### src/smooth_vertex_normals_unit_assert.svh
// Assertion macros used by the smooth vertex normals controller.
`ifndef SMOOTH_VERTEX_NORMALS_UNIT_ASSERT_SVH
`define SMOOTH_VERTEX_NORMALS_UNIT_ASSERT_SVH
`ifndef ASSERT_OFF
`define SVN_ASSERT_IMP(label, clk, rst, ante, cons) \
  label: assert property (@(posedge clk) disable iff (rst) (ante) |-> (cons)) \
    else $error("svn assertion failed");
`define SVN_ASSERT_NXT(label, clk, rst, ante, cons) \
  label: assert property (@(posedge clk) disable iff (rst) (ante) |=> (cons)) \
    else $error("svn assertion failed");
`else
`define SVN_ASSERT_IMP(label, clk, rst, ante, cons)
`define SVN_ASSERT_NXT(label, clk, rst, ante, cons)
`endif
`endif

### src/svn_pkg.sv
// Shared constants, codes and controller/datapath interface types.
package svn_pkg;
  localparam int MAX_VERTICES_DEF = 4096;
  localparam int IDX_W = 12;
  localparam int POS_W = 24;
  localparam int CNT_W = 13;
  localparam int NRM_W = 16;
  localparam int IN_DATA_W = 120;
  localparam int OUT_DATA_W = 48;
  localparam logic [CNT_W-1:0] VCOUNT_RST = 13'd4096;

  localparam logic [1:0] REQ_WRITE = 2'd0;
  localparam logic [1:0] REQ_TRI   = 2'd1;
  localparam logic [1:0] REQ_READ  = 2'd2;
  localparam logic [1:0] REQ_NONE  = 2'd3;

  localparam logic [3:0] K_TOP_BIT = 4'd14;
  localparam logic [14:0] UNIT_Q14 = 15'd16384;

  typedef enum logic [4:0] {
    OP_NONE, OP_LOAD, OP_ERR, OP_WRITE_VTX, OP_RD_A, OP_RD_B, OP_RD_C, OP_EDGE2,
    OP_CROSS, OP_LOAD_CR, OP_RD_VACC, OP_LOAD_ACC, OP_SHIFT, OP_SQ,
    OP_K0, OP_K1, OP_K2, OP_K3, OP_ACC_RD, OP_ACC_WR
  } dp_op_t;

  typedef enum logic [4:0] {
    S_IDLE, S_DECODE, S_RD_B, S_RD_C, S_EDGE2, S_CROSS, S_LOAD_CR, S_LOAD_ACC,
    S_SHIFT, S_SQ, S_K0, S_K1, S_K2, S_K3, S_ADD_RD, S_ADD_WR, S_FINISH
  } ctl_state_t;

  typedef struct packed {
    dp_op_t     op;
    logic [2:0] cnt;
    logic [3:0] bitn;
    logic [1:0] comp;
    logic       load_out;
  } dp_cmd_t;

  typedef struct packed {
    logic [1:0] req_type;
    logic       ok;
    logic       mag_big;
    logic       mag_zero;
  } dp_stat_t;
endpackage

### src/svn_ctrl.sv
// Controller state machine that sequences the normals datapath.
`include "smooth_vertex_normals_unit_assert.svh"
module svn_ctrl (
  input  logic              clk,
  input  logic              rst,
  input  logic              in_valid,
  output logic              in_ready,
  output logic              out_valid,
  input  logic              out_ready,
  input  svn_pkg::dp_stat_t stat,
  output svn_pkg::dp_cmd_t  cmd
);
  import svn_pkg::*;

  ctl_state_t state, state_next;
  logic [2:0] cnt;
  logic [3:0] bitn;
  logic [1:0] comp;

  always_ff @(posedge clk) begin
    if (rst) begin
      state <= S_IDLE;
    end else begin
      state <= state_next;
    end
  end

  always_comb begin
    state_next = state;
    unique case (state)
      S_IDLE: if (in_valid) state_next = S_DECODE;
      S_DECODE: begin
        if (stat.req_type == REQ_NONE || !stat.ok || stat.req_type == REQ_WRITE) begin
          state_next = S_FINISH;
        end else if (stat.req_type == REQ_TRI) begin
          state_next = S_RD_B;
        end else begin
          state_next = S_LOAD_ACC;
        end
      end
      S_RD_B: state_next = S_RD_C;
      S_RD_C: state_next = S_EDGE2;
      S_EDGE2: state_next = S_CROSS;
      S_CROSS: if (cnt == 3'd6) state_next = S_LOAD_CR;
      S_LOAD_CR: state_next = S_SHIFT;
      S_LOAD_ACC: state_next = S_SHIFT;
      S_SHIFT: begin
        if (!stat.mag_big) begin
          state_next = stat.mag_zero ? S_FINISH : S_SQ;
        end
      end
      S_SQ: if (cnt == 3'd3) state_next = S_K0;
      S_K0: state_next = S_K1;
      S_K1: state_next = S_K2;
      S_K2: state_next = S_K3;
      S_K3: begin
        if (bitn != 4'd0 || comp != 2'd2) begin
          state_next = S_K0;
        end else begin
          state_next = (stat.req_type == REQ_TRI) ? S_ADD_RD : S_FINISH;
        end
      end
      S_ADD_RD: state_next = S_ADD_WR;
      S_ADD_WR: state_next = (cnt == 3'd2) ? S_FINISH : S_ADD_RD;
      S_FINISH: if (!out_valid || out_ready) state_next = S_IDLE;
      default: state_next = S_IDLE;
    endcase
  end

  always_ff @(posedge clk) begin
    if (rst) begin
      cnt  <= 3'd0;
      bitn <= K_TOP_BIT;
      comp <= 2'd0;
    end else begin
      unique case (state)
        S_EDGE2, S_SHIFT: cnt <= 3'd0;
        S_CROSS: cnt <= cnt + 3'd1;
        S_SQ: begin
          cnt  <= cnt + 3'd1;
          bitn <= K_TOP_BIT;
          comp <= 2'd0;
        end
        S_K3: begin
          cnt <= 3'd0;
          if (bitn == 4'd0) begin
            bitn <= K_TOP_BIT;
            comp <= comp + 2'd1;
          end else begin
            bitn <= bitn - 4'd1;
          end
        end
        S_ADD_WR: cnt <= cnt + 3'd1;
        default: cnt <= cnt;
      endcase
    end
  end

  always_comb begin
    cmd.op       = OP_NONE;
    cmd.cnt      = cnt;
    cmd.bitn     = bitn;
    cmd.comp     = comp;
    cmd.load_out = 1'b0;
    unique case (state)
      S_IDLE: if (in_valid) cmd.op = OP_LOAD;
      S_DECODE: begin
        if (stat.req_type == REQ_NONE) begin
          cmd.op = OP_NONE;
        end else if (!stat.ok) begin
          cmd.op = OP_ERR;
        end else begin
          unique case (stat.req_type)
            REQ_WRITE: cmd.op = OP_WRITE_VTX;
            REQ_TRI:   cmd.op = OP_RD_A;
            default:   cmd.op = OP_RD_VACC;
          endcase
        end
      end
      S_RD_B: cmd.op = OP_RD_B;
      S_RD_C: cmd.op = OP_RD_C;
      S_EDGE2: cmd.op = OP_EDGE2;
      S_CROSS: cmd.op = OP_CROSS;
      S_LOAD_CR: cmd.op = OP_LOAD_CR;
      S_LOAD_ACC: cmd.op = OP_LOAD_ACC;
      S_SHIFT: if (stat.mag_big) cmd.op = OP_SHIFT;
      S_SQ: cmd.op = OP_SQ;
      S_K0: cmd.op = OP_K0;
      S_K1: cmd.op = OP_K1;
      S_K2: cmd.op = OP_K2;
      S_K3: cmd.op = OP_K3;
      S_ADD_RD: cmd.op = OP_ACC_RD;
      S_ADD_WR: cmd.op = OP_ACC_WR;
      S_FINISH: cmd.load_out = !out_valid || out_ready;
      default: cmd.op = OP_NONE;
    endcase
  end

  assign in_ready = (state == S_IDLE);

  always_ff @(posedge clk) begin
    if (rst) begin
      out_valid <= 1'b0;
    end else if (cmd.load_out) begin
      out_valid <= 1'b1;
    end else if (out_ready) begin
      out_valid <= 1'b0;
    end
  end

  `SVN_ASSERT_NXT(a_accept_decode, clk, rst, in_valid && in_ready, state == S_DECODE)
  `SVN_ASSERT_IMP(a_load_free_slot, clk, rst, cmd.load_out, !out_valid || out_ready)
  `SVN_ASSERT_IMP(a_comp_range, clk, rst, state == S_K0, comp != 2'd3)
endmodule

### config.mk
export PLATFORM = sky130hd
export DESIGN_NAME = svn_ctrl
export DESIGN_NICKNAME = d
export VERILOG_FILES = /design/src/svn_pkg.sv /design/src/svn_ctrl.sv
export VERILOG_INCLUDE_DIRS = /design/src /design/src/src
export SDC_FILE = /design/constraint.sdc
export NUM_CORES = 1
export LEC_CHECK = 0
export BUFFER_PORTS_ARGS = -buffer_cell sky130_fd_sc_hd__buf_2
export CORE_MARGIN = 2
export CORE_UTILIZATION = 25
export CTS_BUF_LIST = sky130_fd_sc_hd__clkbuf_8
export DETAILED_ROUTE_END_ITERATION = 7
export SYNTH_ARGS = -nofsm -noshare
export SYNTH_HDL_FRONTEND = slang
export SYNTH_SLANG_ARGS = --single-unit
### constraint.sdc
create_clock -name clk -period 1.6 [get_ports clk]
set_input_delay 0.24 -clock clk [delete_from_list [all_inputs] [get_ports clk]]
set_output_delay 0.24 -clock clk [all_outputs]
set_load 0.005 [all_outputs]
* Word level (Yosys, flattened, before mapping)
Index checks and enable logic that the tools add are counted.
** Word-level totals
- Bits in registers :: 15
- Latch bits :: 0
- Memory bits (writable) :: 0
- Memory bits (read-only) :: 0
- Word-level logic and storage cells :: 80
- Memories :: 0
** Operators by class
- Add/subtract/negate cells :: 3
- $mul :: 0
- Divide/modulo/power cells :: 0
- Order comparisons :: 0
- Equality and inequality tests :: 28
- Shift operators :: 0
- Muxes and demuxes :: 26
- Bitwise operators :: 0
- Reduce and logical (&&, ||, !) cells :: 18
** Operators by type and width (count)
- $pmux 5 s16 :: 2
- $mux 5 :: 10
- $eq 5x4->1 const B :: 8
- $eq 5x3->1 const B :: 4
- $mux 4 :: 4
- $pmux 4 s2 :: 2
- $ne 2x2->1 const B :: 7
- $eq 5x2->1 const B :: 2
- $eq 3x2->1 const B :: 2
- $pmux 3 s2 :: 1
- $reduce_bool 2->1 :: 3
- $reduce_or 3->1 :: 2
- $eq 5x1->1 const B :: 1
- $eq 5x5->1 const B :: 1
- $logic_not 5->1 :: 1
- $reduce_and 5->1 :: 1
- $logic_not 4->1 :: 1
- $logic_or 1x1->1 :: 4
- $mux 1 :: 4
- $pmux 2 s2 :: 1
- $reduce_bool 4->1 :: 1
- $sub 4x1->4 const B :: 1
- $add 3x1->3 const B :: 1
- $eq 3x3->1 const B :: 1
- other kinds (9) :: 10

* Logic depth before layout (Yosys ltp)
Gate-level depths: netlist (run 1).
- Depth in word-level cells :: 5
- Gate-level depth with buffers :: 7
- Mapped depth without buffers :: 7

* Worst setup path before layout (run 1)
OpenSTA, ideal clock, no wires.
- Path type :: reg2reg
- Start point :: register cnt[1]
- End point :: register state[1]
- Setup time :: 0.074 ns
- Data arrival time :: 1.506 ns
- Setup slack :: 0.019 ns
- Cell stages (with the launch flop) :: 8
- Period minus slack after synthesis :: 1.581 ns
- Cells stage by stage :: dfxtp_1 -> ha_1 -> ha_1 -> nor2_1 -> a22oi_1 -> nor2b_1 -> or4_1 -> a31oi_1
** On the way
- Word-level cells in the longest chain between the ends :: 3
** Ends and longest elaborated chain
- start, declared :: RTL line svn_ctrl.sv:16 : logic [2:0] cnt;
- start signal, assigned :: RTL line svn_ctrl.sv:78 : S_CROSS: cnt <= cnt + 3'd1;
- start signal, assigned :: RTL line svn_ctrl.sv:80 : cnt <= cnt + 3'd1;
- start signal, assigned :: RTL line svn_ctrl.sv:93 : S_ADD_WR: cnt <= cnt + 3'd1;
- $eq 3x2->1 (tied with other cells) :: RTL line svn_ctrl.sv:64 : S_ADD_WR: state_next = (cnt == 3'd2) ? S_FINISH : S_ADD_RD;
- $mux 5 / $ne 2x2->1 (equally long branches)
- $pmux 5 s16 / $reduce_and 5->1 (equally long branches)
- end signal, assigned :: RTL line svn_ctrl.sv:24 : state <= state_next;
- end, declared :: RTL line svn_ctrl.sv:15 : ctl_state_t state, state_next;
Parallel ways exist; a longest one is shown, timed or not.
A chain may end at the register's enable or synchronous reset.

==> flow_summary.yaml, run 1 <==
worst_setup_path:
  critPathMaxFanout: 5
  cp_slowest_cell: "dfxtp_2"
  cp_top_family: "simple AND/OR/NAND/NOR gates"
  endpoint_kind: "primary output"
  path_cells: "buf_6 > nor2b_4 > nand3_2 > nor3b_4 > a21oi_2 > o21ai_1 > buf_2"
  worstPathArrival_ns: 1.53
  slowest_delay_ns: 0.36
  worstPathRequired_ns: 1.36
  regToRegStartpoint: "cnt[0]$_SDFFE_PP0P_"
  crit_start: "state[0]$_SDFFE_PP0P_"
  startpoint_type: "register"
  critPathKind: "register to primary output"
  path_buf_inv: 2
power_and_ir_drop:
  powerDensity_mw_per_mm2: 556.1
  power_leakage_nw: 0.8786
  fin_total_pwr_mw: 1.149
  ir_drop_uv: 473.5
synthesis:
  synth_top_area_share: 0.2400
  synthTopCellsByArea: "dfxtp_1 (24%), ha_1 (6.0%), a21oi_1 (4.8%), nand2_1 (3.9%), nor2_1 (3.6%)"
  synth_ff_type: "dfxtp_1"
  synth_common_cells: "dfxtp_1 (15), nand2_1 (13), a21oi_1 (12), nor2_1 (12), inv_1 (8)"
  synth_edf_count: 0
  ys_seq_area_frac: 0.2400
  synth-warning-count: 0
  postSynthAreaPerCell_um2: 7.537
  yosysMostFrequentCell: "dfxtp_1"
  syn_inst: 166
  postSynth.asyncResetShare: 0
  syn_area_mm2: 0.001251
  synth-seq-cells: 15
  synth_largest_area_cell: "dfxtp_1"
  ys_types: 48
  syn-num-nets: 181
sta:
  fin_crit_ns: 1.767
  worstMarginPinSlew_ns: 0.3260
  finalMaxSlewViolations: 0
  hold_violations: 0
  rsz0062_at_grt: "yes"
  period_share: 1.104
  finalWorstSetupSlack_ns: -0.1671
  fmax_mhz: 565.9
  skew_ns: 0.006530
  slew_headroom: 0.7827
  setup_viol: 7
finish:
  design_area_mm2: 0.002066
  area_growth_pct: 65.10
  antenna_cells: 0
  drive_gt1_frac: 0.5684
  final_nets: 250
placed_design:
  place.gp.congestion: 0.8752
  io_buffers: 25
  hpwl_mm: 2.862
  place_area_mm2: 0.001728
  pre_cts_ws_ns: -0.1009
outcome:
  violations: "setup timing"
  status: "finished, violations left"
floorplan:
  coreArea_mm2: 0.004786
  initial_core_util: 0.2614
  die_w_um: 74.75
  die_area_mm2: 0.005587
  rows: 25
  die_y_um: 74.75
  io_pins: 26
worst_hold_path:
  min_from: "out_ready"
  hp-class: "input pin to register"
global_routing:
  grt_pass1_wl_mm: 6.341
  first_global_vias: 1410
  antenna_found_initial: 0
  track_usage: 0.1451
  grt_overflow: 0
  grt_max_degree: 14
clock_network:
  clk_pin_slew_worst_paths_ns: 0.07
  cts_buffer_depth: 2
  h-tree-depth: 1
  clk_latency_ns: 0.25
  cts_tree: "done"
  cts_hold_buf: 0
  cts_made_buffers: 3
  cts.sinks: 15
  clockRootBuffer: "clkbuf_8"
drt:
  drt_iter0_drc: 87
  vias_per_cell: 4.857
  vias: 1462
  finalWirelength_mm: 4.076
  firstDrtPassIters: 6
  wire_per_inst_um: 13.54
  drc_errors: 0
  ant_nets: 0
run:
  maxCapViolCount: 0
[worst register-to-register path, delay by kind of cell, from the launching register on]
family	cells	cell delay, ns
AOI/OAI and AO/OA	2	0.31
adders and majority gates	2	0.26
and+or+nand+nor	3	0.59
DFF	1	0.37
[worst paths after layout]
check / to / slack, ns / depth (start not counted)
hold reg to reg: out_valid$_SDFFE_PP0P_ / 0.52 / 2
setup / recovery: cmd[13] / -0.17 / 7
hold / removal: out_valid$_SDFFE_PP0P_ / 0.30 / 3
setup reg to reg: state[1]$_SDFFE_PP0P_ / -0.01 / 7
[kinds of logic after synthesis]
family	synth area share
XOR/XNOR	0.01400
AO/OA/AOI/OAI	0.2680
adder cells (fa/ha/maj)	0.06000
flip-flops	0.2400
buffers and inverters	0.08299
AND/OR/NAND/NOR	0.3180
multiplexers	0.01700
[layer usage]
layer / global-route usage / wire [um]
met1: 0.1790 / 1850
met2: 0.2645 / 2002
met3: 0.03079 / 177
met4: 0.02183 / 45
met5: 0 / 0
[where the power goes]
group	internal, mW	switching, mW
logic	0.242	0.199
clock network	0.172	0.137
registers	0.380	0.0189
total	0.794	0.354
[registers in the layout (all words and copies together) (netlist names)]
register / flops
bitn: 4
comp: 2
out_valid: 1
state: 5
cnt: 3
[layout make-up]
class / instances / area (um^2)
Fill cell: 460 / 2720
Multi-Input combinational cell: 129 / 1040
Timing Repair Buffer: 77 / 538.0
Sequential cell: 15 / 324.1
Tap cell: 67 / 83.83
Clock buffer: 3 / 41.29
Inverter: 9 / 33.78
Clock inverter: 1 / 5.005
[stage by stage]
stage | util | setup TNS (ns) | std cells | hold WS, ns
global route | 0.4316 | -1.025 | 301 | 0.3033
finish | 0.4316 | -0.5512 | 301 | 0.3014
detailed placement | 0.3610 | -0.3033 | 290 | 0.5117
global placement | 0.3610 | -0.3124 | 290 | 0.5061
CTS | 0.4128 | -0.4437 | 300 | 0.2805
floorplan | - | 0 | 166 | 0.3399
[layout by cell type (no fill, tap or decap), types with 5 or more instances in the layout]
master    instances
nand2_1          10
buf_2            25
buf_6             6
inv_1             5
dfxtp_4           5
o21ai_0           5
a21oi_1           8
dfxtp_1           6
nand2b_1          7
nor2_1            9
buf_4            46
[repair_timing]
action	in CTS	in global routing
setup buffers	5	2
endpoints found under the setup margin	13	12
gates cloned	1	0
gates resized for setup	45	23
pin swaps	11	9
(Power assumes the default switching activity.)
==> run 2: changes to the inputs <==
==> constraint.sdc (replaced) <==
create_clock -name clk -period 1.99 [get_ports clk]
set_input_delay 0.2985 -clock clk [delete_from_list [all_inputs] [get_ports clk]]
set_output_delay 0.2985 -clock clk [all_outputs]
set_load 0.005 [all_outputs]
==> run 2 against run 1 <==
  * The run now ends clean
  * Utilization down 11 points
  * Critical path type unchanged
  * Largest cell class unchanged
  * Sequential share of layout area grew 4.2 points
  * Power is 32% lower
  * Clock-buffer cell count unchanged
==> flow_summary.yaml, run 2 (synthesis gave the netlist of run 1 again) <==
power_and_ir_drop:
  intPower_mw: 0.5410
  p_switching_mw: 0.2449
  ir_drop_uv: 289.5
  power_leakage_nw: 0.6090
  clock_power_share: 0.321
  powerDensity_mw_per_mm2: 514.0
  pwr-share-seq: 0.408
  sw_frac_of_total: 0.3116
  combPwrFrac: 0.272
sta:
  fmax_mhz: 539.9
  fin_setup_tns_ns: 0
  hold_violations: 0
  slew_headroom: 0.6921
  setup_viol: 0
  finalMaxSlewViolations: 0
  fin_crit_ns: 1.852
  rsz0062_at_grt: "no"
  worstMarginPinSlew_ns: 0.4618
  period_share: 0.9308
  skew_ns: 0.001333
placed_design:
  place_area_mm2: 0.001465
  hpwl_mm: 2.449
  io_buffers: 25
  dp.cells: 255
  place.gp.congestion: 0.8158
run:
  maxCapViolCount: 0
worst_hold_path:
  hp-class: "input pin to register"
worst_setup_path:
  cp_slowest_cell: "dfxtp_2"
  slowest_delay_ns: 0.37
  worstPathArrival_ns: 1.55
  critPathKind: "register to primary output"
  path_cells: "nor3_2 > nand3_2 > nor3b_2 > a21oi_1 > o21ai_0 > buf_2"
  cp_top_family: "simple AND/OR/NAND/NOR gates"
  startpoint_type: "register"
  critPathMaxFanout: 9
  path_buf_inv: 1
  worstPathRequired_ns: 1.69
  endpoint_kind: "primary output"
floorplan:
  rows: 25
  die_area_mm2: 0.005587
  initial_core_util: 0.2614
  io_pins: 26
  coreArea_mm2: 0.004786
  die_w_um: 74.75
  die_y_um: 74.75
finish:
  antenna_cells: 0
  final_cell_mix: "buf_2 (25), nand2_1 (13), nor2_1 (12), a21oi_1 (12), dfxtp_1 (12)"
  largest_reg_flops: 5
  design_area_mm2: 0.001529
  mostFrequentLayoutCell: "buf_2"
  drive_gt1_frac: 0.2760
  area_growth_pct: 22.20
  stdcell_count: 259
  regMostFlops: "state"
  num-fill-cells: 533
  final_nets: 208
  reg_top3: "state (5), bitn (4), cnt (3)"
drt:
  wire_per_inst_um: 12.88
  ant_nets: 0
  finalWirelength_mm: 3.336
  firstDrtPassIters: 4
  vias_per_cell: 4.996
  vias: 1294
  drc_errors: 0
  drt_iter0_drc: 134
clock_network:
  postCtsSetupRepairBufs: 0
  cts_hold_buf: 0
  h-tree-depth: 1
  cts_tree: "done"
  clockRootBuffer: "clkbuf_8"
  clk_latency_ns: 0.25
  cts_buffer_depth: 2
  cts.sinks: 15
  cts_made_buffers: 3
  clk_pin_slew_worst_paths_ns: 0.06
outcome:
  status: "finished, final reports clean"
global_routing:
  track_usage: 0.1301
  grt_pass1_wl_mm: 5.630
  grt_overflow: 0
  antenna_found_initial: 0
  first_global_vias: 1171
  grt_max_degree: 19
run 2: cell types whose count changed in the layout (fill, tap and decap cells not counted), moves of 3 or more:
| cell | before | now |
|---|---|---|
| a21oi_2 | 4 | 0 |
| nand2_1 | 10 | 13 |
| ha_4 | 4 | 0 |
| nor3_1 | 2 | 5 |
| buf_4 | 46 | 10 |
| nor2_1 | 9 | 12 |
| inv_2 | 4 | 1 |
| dfxtp_4 | 5 | 0 |
| inv_1 | 5 | 9 |
| nand2_2 | 3 | 0 |
| buf_6 | 6 | 0 |
| ha_1 | 2 | 6 |
| a21oi_1 | 8 | 12 |
| dfxtp_1 | 6 | 12 |
run 2: layout make-up:
class / instances / area, um^2 / share of cell area
clock buffer: 3 / 41.29 / 0.02700
timing repair buffer: 35 / 200.2 / 0.1309
inverter: 9 / 33.78 / 0.02209
tap: 67 / 83.83 / 0.05483
clock inverter: 1 / 3.754 / 0.002455
sequential: 15 / 304.0 / 0.1989
multi-input combinational: 129 / 862.1 / 0.5638
run 2: worst register-to-register path, delay by kind of cell (launching register included):
family | cells | cell delay [ns]
compound gates | 2 | 0.31
fa+ha+maj | 2 | 0.31
flops | 1 | 0.38
simple gates | 3 | 0.63
run 2: metrics by stage:
step	util	worst slack (ns)	power (mW)	hold WS, ns
finish	0.3195	0.1377	0.7859	0.3717
global route	0.3195	0.01327	0.8310	0.3926
CTS	0.3179	0.04791	0.7900	0.3702
detailed placement	0.3061	0.1612	0.5333	0.5022
global placement	0.3061	0.1034	0.5352	0.5000
floorplan	-	0.4094	0.4659	0.3984
run 2: worst paths after layout:
path	startpoint	endpoint	slack, ns	depth (start not counted)
max	state[3]$_SDFFE_PP0P_	cmd[13]	0.14	6
min	out_ready	out_valid$_SDFFE_PP0P_	0.37	3
max reg2reg	cnt[1]$_SDFFE_PP0P_	state[1]$_SDFFE_PP0P_	0.28	7
min reg2reg	bitn[0]$_SDFFE_PP0P_	bitn[0]$_SDFFE_PP0P_	0.51	2
run 2: repair_timing:
action | in CTS | in global routing
pin swaps | 0 | 1
gates resized for setup | 3 | 3
setup endpoints to repair | 2 | 3
run 2: power by group through the flow:
stage	Sequential, mW	Clock [mW]	Combinational [mW]
floorplan	0.318	0	0.148
global placement	0.326	0	0.209
detailed placement	0.326	0	0.207
CTS	0.320	0.260	0.210
global route	0.321	0.271	0.239
finish	0.320	0.252	0.213
run 2: metal layers:
metal  global-route usage  wire (um)  up-vias
met2               0.2134       1551       44
met1               0.1683       1526      592
met5                    0          0        -
met3              0.03481        205        6
met4              0.03770         53        0
li1                     -          -      652
==> run 3: changes to the inputs <==
--- a/config.mk
+++ b/config.mk
@@ -8,9 +8,11 @@
 export LEC_CHECK = 0
 export BUFFER_PORTS_ARGS = -buffer_cell sky130_fd_sc_hd__buf_2
 export CORE_MARGIN = 2
-export CORE_UTILIZATION = 25
+export CORE_UTILIZATION = 56
 export CTS_BUF_LIST = sky130_fd_sc_hd__clkbuf_8
 export DETAILED_ROUTE_END_ITERATION = 7
+export PLACE_DENSITY = 0.81
+export SETUP_SLACK_MARGIN = 0.2
 export SYNTH_ARGS = -nofsm -noshare
 export SYNTH_HDL_FRONTEND = slang
 export SYNTH_SLANG_ARGS = --single-unit
==> run 3 against run 2 <==
  * Hold slack got worse by 0.013 ns
  * Maximum frequency grew 3.8%
  * Sequential share of layout area decreased by 0.44 points
  * Largest power group unchanged
  * Clock-buffer cell count is the same
  * First-iteration DRC count is 69% lower
  * Largest cell class unchanged
  * Register-to-register slack worse by 0.03 ns
==> flow_summary.yaml, run 3 (synthesis gave the netlist of run 1 again) <==
floorplan:
  die_y_um: 51.27
  initial_core_util: 0.5767
  die_area_mm2: 0.002629
  coreArea_mm2: 0.002170
  rows: 17
  io_pins: 26
  die_w_um: 51.27
placed_design:
  place.gp.congestion: 0.8698
  hpwl_mm: 2.401
  io_buffers: 25
  dp.cells: 217
  pre_cts_ws_ns: 0.1845
worst_setup_path:
  startpoint_type: "register"
  cp_slowest_cell: "dfxtp_4"
  r2r-end: "state[4]$_SDFFE_PP0P_"
  critPathMaxFanout: 7
  reg2reg_depth: 7
  slowest_delay_ns: 0.38
  worstPathRequired_ns: 1.69
  regToRegStartpoint: "cnt[0]$_SDFFE_PP0P_"
  r2r_slack_ns: 0.25
  path_cells: "buf_4 > or3_1 > a31oi_1 > o21ai_0 > buf_2"
  endpoint_kind: "primary output"
  critPathKind: "register to primary output"
  worstPathArrival_ns: 1.49
sta:
  finalMaxSlewViolations: 0
  setup_viol: 0
  slew_headroom: 0.7485
  fmax_mhz: 560.2
  skew_ns: 0.001719
  fin_setup_tns_ns: 0
  period_share: 0.8970
  rsz0062_at_grt: "yes"
  finalWorstSetupSlack_ns: 0.2051
  fin_crit_ns: 1.785
  worstMarginPinSlew_ns: 0.3773
  holdWs_ns: 0.3591
  hold_violations: 0
drt:
  finalWirelength_mm: 3.664
  wire_per_inst_um: 16.07
  drc_errors: 0
  firstDrtPassIters: 4
  ant_nets: 0
  vias_per_cell: 6.105
  drt_iter0_drc: 41
  vias: 1392
power_and_ir_drop:
  powerDensity_mw_per_mm2: 501.0
  ir_drop_uv: 463.3
  power_leakage_nw: 0.6703
finish:
  largest_reg_flops: 5
  final_cell_mix: "buf_2 (25), buf_4 (13), nand2_1 (12)"
  final_nets: 216
  area_growth_pct: 30.60
  num-fill-cells: 176
  regMostFlops: "state"
  antenna_cells: 0
  stdcell_count: 228
  reg_top3: "state (5), bitn (4), cnt (3)"
  drive_gt1_frac: 0.3750
  mostFrequentLayoutCell: "buf_2"
global_routing:
  antenna_found_initial: 0
  met1_usage: 0.3387
  grt_pass1_wl_mm: 5.582
  gr-usage-met2: 0.5000
  track_usage: 0.2756
  first_global_vias: 1266
  grt_overflow: 0
  grt_max_degree: 18
  grt.busiest_layer: "met2"
  grt_use_met3: 0.02924
clock_network:
  cts.sinks: 15
  cts_made_buffers: 3
  clk_latency_ns: 0.25
  clk_pin_slew_worst_paths_ns: 0.06
  h-tree-depth: 1
  cts_tree: "done"
  cts_buffer_depth: 2
  cts_hold_buf: 0
  clockRootBuffer: "clkbuf_8"
worst_hold_path:
  hold_depth: 3
  hp-class: "input pin to register"
  hold_end: "out_valid$_SDFFE_PP0P_"
  min_from: "out_ready"
outcome:
  status: "finished, final reports clean"
run:
  maxCapViolCount: 0
## run 3: changes by cell type in the layout (fill, tap and decap cells not counted), moves of 2 or more
| cell | before | now |
|---|---|---|
| a21oi_1 | 12 | 10 |
| dfxtp_4 | 0 | 4 |
| buf_4 | 10 | 13 |
| a21oi_2 | 0 | 2 |
| ha_1 | 6 | 4 |
| buf_6 | 0 | 4 |
| dfxtp_1 | 12 | 9 |
## run 3: worst max path at each step
stage	from	endpoint	slack (ns)	cells after the start
2_1_floorplan	cnt[1]$_SDFFE_PP0P_	state[1]$_SDFFE_PP0P_	0.41	7
3_3_place_gp	state[2]$_SDFFE_PP0P_	cmd[13]	0.23	6
3_5_place_dp	state[2]$_SDFFE_PP0P_	cmd[13]	0.18	6
4_1_cts	state[1]$_SDFFE_PP0P_	cmd[13]	0.16	5
5_1_grt	state[1]$_SDFFE_PP0P_	cmd[13]	0.13	5
6_report	state[1]$_SDFFE_PP0P_	cmd[13]	0.21	5
## run 3: report_power, final
group / internal [mW] / total [mW] / switching, mW
combinational: 0.122 / 0.255 / 0.134
clock: 0.137 / 0.244 / 0.108
sequential: 0.306 / 0.319 / 0.0132
## run 3: timing repair
item                       in CTS  in global routing
pin swaps                       0                  4
hold endpoints to repair        0                  0
setup buffers                   0                  7
setup endpoints to repair       6                  9
resized for setup               4                 32
## run 3: cell type report
| type | count | area (um^2) | share of cell area |
|---|---|---|---|
| well taps | 28 | 35.03 | 0.02144 |
| clock inverters | 1 | 3.754 | 0.002297 |
| inverters | 9 | 33.78 | 0.02067 |
| flip-flops and latches | 15 | 317.8 | 0.1945 |
| multi-input cells | 129 | 919.6 | 0.5628 |
| repair buffers | 43 | 282.8 | 0.1730 |
| clock buffers | 3 | 41.29 | 0.02527 |
## run 3: routing by layer
layer / wire length [um] / vias to the layer above
li1: - / 674
met1: 1509 / 657
met2: 1929 / 53
met3: 175 / 8
met4: 48 / 0
met5: 0 / -
## run 3: critical path: cells and delay by family (launching register included)
family          cells  cell delay, ns
compound gates      2            0.24
simple gates        1            0.33
flops               1            0.38
buf+inv             2            0.29
## run 3: metrics by stage
step	utilization	total power, mW	instance area, um^2
after floorplan	-	0.4659	1251
after global placement	0.6563	0.5310	1424
after detailed placement	0.6563	0.5335	1424
after CTS	0.6828	0.7805	1481
after global routing	0.7532	0.8643	1634
final	0.7532	0.8187	1634
